`config.mk`:
```
export PLATFORM = sky130hd
export DESIGN_NAME = pctd_ctrl
export DESIGN_NICKNAME = d
export VERILOG_FILES = /design/src/hdl/pctd_pkg.sv /design/src/hdl/pctd_ctrl.sv
export VERILOG_INCLUDE_DIRS = /design/src /design/src/hdl
export SDC_FILE = /design/constraint.sdc
export NUM_CORES = 1
export LEC_CHECK = 0
export ABC_CLOCK_PERIOD_IN_PS = 2270
export BUFFER_PORTS_ARGS = -buffer_cell sky130_fd_sc_hd__buf_4
export CAP_MARGIN = 40
export CORE_MARGIN = 1
export CORE_UTILIZATION = 45
export CTS_CLUSTER_SIZE = 10
export DETAILED_ROUTE_END_ITERATION = 8
export PLACE_DENSITY = 0.84
export SYNTH_ARGS = -nofsm -noshare
export SYNTH_HDL_FRONTEND = slang
export SYNTH_SLANG_ARGS = --single-unit
```
`constraint.sdc`:
```
create_clock -name clk -period 2.27 [get_ports clk]
set_clock_uncertainty 0.2 [all_clocks]
set_input_delay 0 -clock clk [delete_from_list [all_inputs] [get_ports clk]]
set_output_delay 0 -clock clk [all_outputs]
set_load 0.1 [all_outputs]
```
`src/hdl/prefix_code_tree_decoder_defines.svh`:
```
// prefix_code_tree_decoder_defines.svh
// Assertion macros for the prefix-code tree decoder RTL; no dependencies.
`ifndef PREFIX_CODE_TREE_DECODER_DEFINES_SVH
`define PREFIX_CODE_TREE_DECODER_DEFINES_SVH
`ifndef SYNTHESIS
// Property that must hold at every clock edge outside reset.
`define PCTD_ASSERT(lbl, clk_i, rstn_i, prop) \
	lbl: assert property (@(posedge clk_i) disable iff (!rstn_i) (prop)) \
		else $error("%m: assertion failed");
// Antecedent in one cycle implies the consequent in the next.
`define PCTD_ASSERT_NXT(lbl, clk_i, rstn_i, ante, cons) \
	lbl: assert property (@(posedge clk_i) disable iff (!rstn_i) (ante) |=> (cons)) \
		else $error("%m: assertion failed");
`else
`define PCTD_ASSERT(lbl, clk_i, rstn_i, prop)
`define PCTD_ASSERT_NXT(lbl, clk_i, rstn_i, ante, cons)
`endif
`endif

```
`src/hdl/pctd_pkg.sv`:
```
// pctd_pkg.sv
// Shared constants, codes and controller/datapath interface types of the
// prefix-code tree decoder. No dependencies.
package pctd_pkg;

	localparam int NODE_DEPTH    = 512;
	localparam int MAX_CODE_BITS = 32;

	localparam int IDX_W   = $clog2(NODE_DEPTH);
	localparam int USED_W  = $clog2(NODE_DEPTH + 1);
	localparam int CNT_W   = $clog2(MAX_CODE_BITS + 1);
	localparam int SYM_W   = 8;
	localparam int LEN_W   = 6;
	localparam int CODE_W  = 32;
	localparam int DATA_W  = 8;
	localparam int COUNT_W = 32;
	localparam int STAT_W  = 3;

	typedef enum logic [1:0] {
		FN_START  = 2'd0,
		FN_ADD    = 2'd1,
		FN_DECODE = 2'd2,
		FN_NOP    = 2'd3
	} func_e_t;

	typedef enum logic [STAT_W-1:0] {
		ST_OK        = 3'd0,
		ST_FULL      = 3'd1,
		ST_CONFLICT  = 3'd2,
		ST_MISSING   = 3'd3,
		ST_EXHAUSTED = 3'd4
	} status_e_t;

	typedef enum logic [1:0] {
		RD_NODE,
		RD_WALK,
		RD_CHILD
	} rd_sel_t;

	typedef enum logic [1:0] {
		WALK_HOLD,
		WALK_ROOT,
		WALK_NODE
	} walk_sel_t;

	typedef enum logic [1:0] {
		EMIT_NONE,
		EMIT_PEND,
		EMIT_STATQ
	} emit_src_t;

	typedef enum logic [3:0] {
		S_IDLE,
		S_DISPATCH,
		S_RESP,
		S_ADD_RD,
		S_ADD_EVAL,
		S_ADD_LINK,
		S_DEC_RD,
		S_DEC_EVAL,
		S_DEC_LEAF,
		S_DEC_END,
		S_DEC_MISS
	} state_t;

	// One node of the decode tree; a child index of zero means no child.
	typedef struct packed {
		logic                      leaf;
		logic [SYM_W-1:0]          sym;
		logic [1:0][IDX_W-1:0]     child;
	} node_t;

	typedef struct packed {
		logic       load;
		logic       clear;
		logic       set_stat;
		status_e_t  stat_val;
		logic       rd_en;
		rd_sel_t    rd_sel;
		logic       node_child;
		logic       step;
		logic       wr_new;
		logic       wr_link;
		walk_sel_t  walk_sel;
		logic       sym_dec;
		logic       pend_load;
		logic       pend_clear;
		emit_src_t  emit_src;
		logic       emit_last;
	} cmd_t;

	typedef struct packed {
		func_e_t func;
		logic    cnt_zero;
		logic    final_bit;
		logic    leaf;
		logic    child_zero;
		logic    full;
		logic    sym_zero;
		logic    sym_one;
		logic    pend_valid;
		logic    out_free;
	} sts_t;

endpackage

```
`src/hdl/pctd_ctrl.sv`:
```
// pctd_ctrl.sv
// Sequencer of the prefix-code tree decoder: walks insert and decode steps.
// Depends on pctd_pkg and prefix_code_tree_decoder_defines.svh.
`include "prefix_code_tree_decoder_defines.svh"

module pctd_ctrl (
	input  logic           clk,
	input  logic           arst_n,
	input  logic           in_valid,
	output logic           in_stall,
	output pctd_pkg::cmd_t cmd,
	input  pctd_pkg::sts_t sts
);
	import pctd_pkg::*;

	state_t state_q;
	state_t state_nxt;

	always_ff @(posedge clk or negedge arst_n) begin
		if (!arst_n) begin
			state_q <= S_IDLE;
		end else begin
			state_q <= state_nxt;
		end
	end

	assign in_stall = (state_q != S_IDLE);

	// Next state.
	always_comb begin
		state_nxt = state_q;
		case (state_q)
			S_IDLE: begin
				if (in_valid) state_nxt = S_DISPATCH;
			end
			S_DISPATCH: begin
				case (sts.func)
					FN_ADD:    state_nxt = sts.cnt_zero ? S_RESP : S_ADD_RD;
					FN_DECODE: state_nxt = sts.sym_zero ? S_RESP : S_DEC_RD;
					default:   state_nxt = S_RESP;
				endcase
			end
			S_RESP: begin
				if (sts.out_free) state_nxt = S_IDLE;
			end
			S_ADD_RD: state_nxt = S_ADD_EVAL;
			S_ADD_EVAL: begin
				if (sts.leaf) state_nxt = S_RESP;
				else if (!sts.child_zero) state_nxt = sts.final_bit ? S_RESP : S_ADD_RD;
				else if (sts.full) state_nxt = S_RESP;
				else state_nxt = S_ADD_LINK;
			end
			S_ADD_LINK: state_nxt = sts.final_bit ? S_RESP : S_ADD_RD;
			S_DEC_RD: state_nxt = S_DEC_EVAL;
			S_DEC_EVAL: state_nxt = sts.child_zero ? S_DEC_MISS : S_DEC_LEAF;
			S_DEC_LEAF: begin
				if (sts.leaf) begin
					if (!(sts.pend_valid && !sts.out_free)) begin
						state_nxt = (sts.sym_one || sts.final_bit) ? S_DEC_END : S_DEC_RD;
					end
				end else begin
					state_nxt = sts.final_bit ? S_DEC_END : S_DEC_RD;
				end
			end
			S_DEC_END: begin
				if (sts.out_free) state_nxt = S_IDLE;
			end
			S_DEC_MISS: begin
				if (sts.out_free && !sts.pend_valid) state_nxt = S_IDLE;
			end
			default: state_nxt = S_IDLE;
		endcase
	end

	// Commands to the datapath.
	always_comb begin
		cmd = '0;
		case (state_q)
			S_IDLE: begin
				cmd.load = in_valid;
			end
			S_DISPATCH: begin
				case (sts.func)
					FN_START: begin
						cmd.clear    = 1'b1;
						cmd.set_stat = 1'b1;
						cmd.stat_val = ST_OK;
					end
					FN_ADD: begin
						cmd.set_stat = sts.cnt_zero;
						cmd.stat_val = ST_OK;
					end
					FN_DECODE: begin
						cmd.set_stat = sts.sym_zero;
						cmd.stat_val = ST_EXHAUSTED;
					end
					default: begin
						cmd.set_stat = 1'b1;
						cmd.stat_val = ST_OK;
					end
				endcase
			end
			S_RESP: begin
				if (sts.out_free) begin
					cmd.emit_src  = EMIT_STATQ;
					cmd.emit_last = 1'b1;
				end
			end
			S_ADD_RD: begin
				cmd.rd_en  = 1'b1;
				cmd.rd_sel = RD_NODE;
			end
			S_ADD_EVAL: begin
				if (sts.leaf) begin
					cmd.set_stat = 1'b1;
					cmd.stat_val = ST_CONFLICT;
				end else if (!sts.child_zero) begin
					if (sts.final_bit) begin
						cmd.set_stat = 1'b1;
						cmd.stat_val = ST_CONFLICT;
					end else begin
						cmd.node_child = 1'b1;
						cmd.step       = 1'b1;
					end
				end else if (sts.full) begin
					cmd.set_stat = 1'b1;
					cmd.stat_val = ST_FULL;
				end else begin
					cmd.wr_new = 1'b1;
				end
			end
			S_ADD_LINK: begin
				cmd.wr_link  = 1'b1;
				cmd.step     = 1'b1;
				cmd.set_stat = sts.final_bit;
				cmd.stat_val = ST_OK;
			end
			S_DEC_RD: begin
				cmd.rd_en  = 1'b1;
				cmd.rd_sel = RD_WALK;
			end
			S_DEC_EVAL: begin
				if (sts.child_zero) begin
					cmd.walk_sel = WALK_ROOT;
					cmd.set_stat = 1'b1;
					cmd.stat_val = ST_MISSING;
				end else begin
					cmd.rd_en      = 1'b1;
					cmd.rd_sel     = RD_CHILD;
					cmd.node_child = 1'b1;
				end
			end
			S_DEC_LEAF: begin
				if (sts.leaf) begin
					if (!(sts.pend_valid && !sts.out_free)) begin
						if (sts.pend_valid) cmd.emit_src = EMIT_PEND;
						cmd.pend_load = 1'b1;
						cmd.walk_sel  = WALK_ROOT;
						cmd.sym_dec   = 1'b1;
						cmd.step      = 1'b1;
						cmd.set_stat  = sts.sym_one || sts.final_bit;
						cmd.stat_val  = ST_OK;
					end
				end else begin
					cmd.walk_sel = WALK_NODE;
					cmd.step     = 1'b1;
					cmd.set_stat = sts.final_bit;
					cmd.stat_val = ST_OK;
				end
			end
			S_DEC_END: begin
				if (sts.out_free) begin
					cmd.emit_src   = sts.pend_valid ? EMIT_PEND : EMIT_STATQ;
					cmd.emit_last  = 1'b1;
					cmd.pend_clear = sts.pend_valid;
				end
			end
			S_DEC_MISS: begin
				if (sts.out_free) begin
					cmd.emit_src   = sts.pend_valid ? EMIT_PEND : EMIT_STATQ;
					cmd.emit_last  = !sts.pend_valid;
					cmd.pend_clear = sts.pend_valid;
				end
			end
			default: begin
				cmd = '0;
			end
		endcase
	end

	`PCTD_ASSERT_NXT(a_load_dispatch, clk, arst_n, in_valid && !in_stall, state_q == S_DISPATCH)
	`PCTD_ASSERT(a_emit_free, clk, arst_n, (cmd.emit_src != EMIT_NONE) |-> sts.out_free)
	`PCTD_ASSERT_NXT(a_new_then_link, clk, arst_n, cmd.wr_new, cmd.wr_link)

endmodule

```
; Word-level counts from Yosys, hierarchy flattened
; Cells that the tools add are included.
[word_totals]
input_bits = 14
regBits = 4
elab_cells = 84
out_inout_bits = 22
[op_classes]
eq_ne = 16
reduce_logical = 10
muxes = 57
[op_table]
columns = cell, n
row1 = $mux W4, 17
row2 = $pmux W4 S10, 1
row3 = $mux W3, 7
row4 = $pmux W4 S5, 1
row5 = $mux W2, 9
row6 = $eq A4 B3 Y1 const B, 4
row7 = $mux W1, 13
row8 = $eq A4 B4 Y1 const B, 3
row9 = $pmux W3 S3, 1
row10 = $eq A4 B2 Y1 const B, 2
row11 = $pmux W2 S4, 1
row12 = $pmux W4 S2, 1
row13 = $pmux W1 S3, 2
row14 = $pmux W3 S2, 1
row15 = $eq A4 B1 Y1 const B, 1
row16 = $logic_not A4 Y1, 1
row17 = $ne A2 B2 Y1 const B, 2
row18 = $pmux W1 S2, 2
row19 = $pmux W2 S2, 1
row20 = $reduce_and A4 Y1, 1
row21 = $reduce_bool A4 Y1, 1
row22 = $ne A3 B3 Y1 const B, 1
row23 = $eq A2 B1 Y1 const B, 1
row24 = $eq A2 B2 Y1 const B, 1
row25 = 6 further kinds, 8

; Longest topological paths before layout
[depth]
depth_word = 5
ltp_mapped = 6
mapped_depth_nobuf = 6

; Least setup slack after synthesis
; Ideal clock, no wire load.
[synth_timing]
path_type = reg-to-output
start = register state_q[1]
end = output port cmd[14] in the netlist's numbering
n_path_buf = 2
t_required_ns = 2.070
stages_incl_launch_ff = 4
setup_slack_ns = -1.655
arrival_ns = 3.725
path_cell_list = dfrtp_1 -> buf_2 -> buf_2 -> nor4bb_1
[synth_lines]
columns = item, line
row1 = from (decl), pctd_ctrl.sv:16  ; state_t state_q;
row2 = from (signal assigned), pctd_ctrl.sv:23  ; state_q <= state_nxt;
row3 = to (decl), pctd_ctrl.sv:11  ; output pctd_pkg::cmd_t cmd,

==> impl_metrics.toml <==
[floorplanning]
start_util = 0.480
coreArea_um2 = 1710
io_pins = 36
dieArea_um2 = 2000
num_rows = 15
die_height_um = 44.7
die_w_um = 44.7

[synth]
synth_mux_area_frac = 0.0504
synth-compound-area-share = 0.287
avgSynthCellArea_um2 = 7.19
ys.flop_type = "dfrtp_1"
synth_cells = 114
synthArstFlopShare = 1.00
syn-cell-area_um2 = 820
synth-simple-area-share = 0.394
synthXorXnorAreaFrac = 0
synth_seq_cells = 4
synth_fp_nets = 132
yosysSeqAreaShare = 0.122
synthTopCellsByCount = "10 x nor2_1, 9 x nand2_1, 8 x a21oi_1"
synthAdderAreaFrac = 0.0611
yosysWarnings = 0
yosysTopAreaCellShare = 0.122
synth_cell_types = 41
synth_top_cell_by_area = "dfrtp_1"
synth_edf_count = 0
synth_most_common_cell = "nor2_1"
synth_top_family_by_area = "simple AND/OR/NAND/NOR gates"
synth.area.top_cells = "dfrtp_1 12%, ha_1 6.1%, a211o_1 5.3%"

[flow_run]
cap_violations = 0

[sta]
setup_viol_count_final = 0
tns_ns = 0
rsz0062_at_grt = "true"
fin_crit_sh = 0.990
whs_ns = 0.000554
layout_min_cycle_time_ns = 2.25
maxSlewViolCount = 0
worst_pin_slew_ns = 0.546
hold_violations = 0
slew_headroom = 0.636
fmax_mhz = 445

[route]
routedWlPerCell_um = 14.3
drt.antenna.violating_nets = 0
drt_drc_violations_left = 0
drt_iter0_drc = 35
routed_wl_um = 2460
first_pass_iters = 4
post_drt_via_cell_ratio = 5.87
dr_total_vias = 1010

[layout]
largestRegisters = "state_q (4)"
layout-drive-gt1-share = 0.415
fillerInstances = 137
n_antenna_cell = 0
final_cells = 172
nNetsFinal = 167
largest_reg_flops = 4
top_register = "state_q"
area_delta_synth_final_pct = 48.1

[worst_setup_path]
r2r_end = "state_q[1]$_DFFE_PN0P_"
reg2reg_depth = 4
cp-start-kind = "register"
cp_max_fo = 18
reg2reg_from = "state_q[1]$_DFFE_PN0P_"
reg2reg_slack_ns = 0.34
crit_type = "register to output port"
required_ns = 2.07
arrival_ns = 2.05
endpoint_kind = "output port"

[global_route]
grt-ovfl-total = 0
grt_pass1_vias = 916
grt_max_degree = 21
grt.total_usage = 0.253
antenna_found_initial = 0
grt_pass1_wl_um = 3840

[pwr]
powerDensity_nw_per_um2 = 1350
p_total_mw = 1.64
ir_worst_vdd_mv = 0.923
leakagePower_nw = 0.536

[clock_network]
clk_latency_ns = 0.24
cts.clk_slew.worst_paths_ns = 0.04
cts_root_buf = "clkbuf_4"
htreeDepth = 1
cts_made_buffers = 3
clk_path_buf_depth = 2
cts_num_sinks = 4
postCtsSetupBuffers = 0
cts_tree = "yes"

[placement]
portBuffers = 35
place.gp.congestion = 0.894
hpwl_um = 1880
dp.cells = 167

[worst_hold_path]
hold_start = "sts[4]"
whs_path_depth = 5
holdPathEnd = "state_q[1]$_DFFE_PN0P_"
hold_class = "primary input to register"

[run_status]
outcome = "completed"
==> power breakdown <==
part | internal, mW | switching [mW] | leakage [nW]
Combinational | 0.403 | 0.933 | 0.471
Clock | 0.0594 | 0.0333 | 0.0138
Sequential | 0.101 | 0.110 | 0.0515
Total | 0.564 | 1.08 | 0.536
==> per-layer routing <==
metal / part of all wire / up-vias / GRT usage
met4: 0.0057 / 0 / 0.0970
met3: 0.061 / 3 / 0.0327
met5: 0 / - / 0
met2: 0.53 / 46 / 0.465
met1: 0.40 / 473 / 0.295
li1: - / 488 / -
==> cell type report <==
cell class                 instances  area, um2  area share
tap                               25       31.3      0.0258
timing repair buffer              41        313       0.258
inverter                           3       11.3     0.00928
sequential                         4        101      0.0835
clock buffer                       3       22.5      0.0186
multi-input combinational         96        734       0.605
==> cell usage in the layout (no fill, tap or decap), types with 4 or more instances in the layout <==
cell,count
buf_4,39
nor2b_1,6
nand3_1,5
a211o_1,5
nand2b_1,6
a21oi_2,5
nand2_1,9
and3_1,4
nor2_1,9
ha_1,4
==> through the flow <==
step	setup slack [ns]	utilization	cell area [um2]
finish	0.0221	0.711	1210
global route	-0.0441	0.711	1210
CTS	0.00845	0.710	1210
detailed placement	0.252	0.685	1170
global placement	0.295	0.685	1170
floorplan	-0.209	-	905
==> worst max path at each step <==
| stage | startpoint | cells past startpoint | slack [ns] | endpoint |
|---|---|---|---|---|
| after floorplan | state_q[2]$_DFFE_PN0P_ | 5 | -0.21 | cmd[5] |
| after global placement | state_q[0]$_DFFE_PN0P_ | 5 | 0.29 | cmd[18] |
| after detailed placement | state_q[0]$_DFFE_PN0P_ | 5 | 0.25 | cmd[18] |
| after CTS | state_q[0]$_DFFE_PN0P_ | 5 | 0.008 | cmd[18] |
| after global routing | state_q[1]$_DFFE_PN0P_ | 4 | -0.04 | cmd[18] |
| final | state_q[1]$_DFFE_PN0P_ | 4 | 0.02 | cmd[18] |
==> critical path, cell delays in order (launching register included) <==
cell	delay, ns
dfrtp_1	0.57
nor4b_2	0.52
nand2_1	0.19
o221ai_2	0.21
buf_4	0.31
==> logic make-up after synthesis <==
logic type      after synthesis
compound gates               33
buf+inv                      14
fa+ha+maj                     4
mux                           4
simple gates                 55
flops                         4
==> timing repair <==
item,CTS,global route
hold buffers,2,0
resized for setup,0,1
hold endpoints to repair,4,0
endpoints found under the setup margin,0,2
Power figures use the tool's default switching activity.
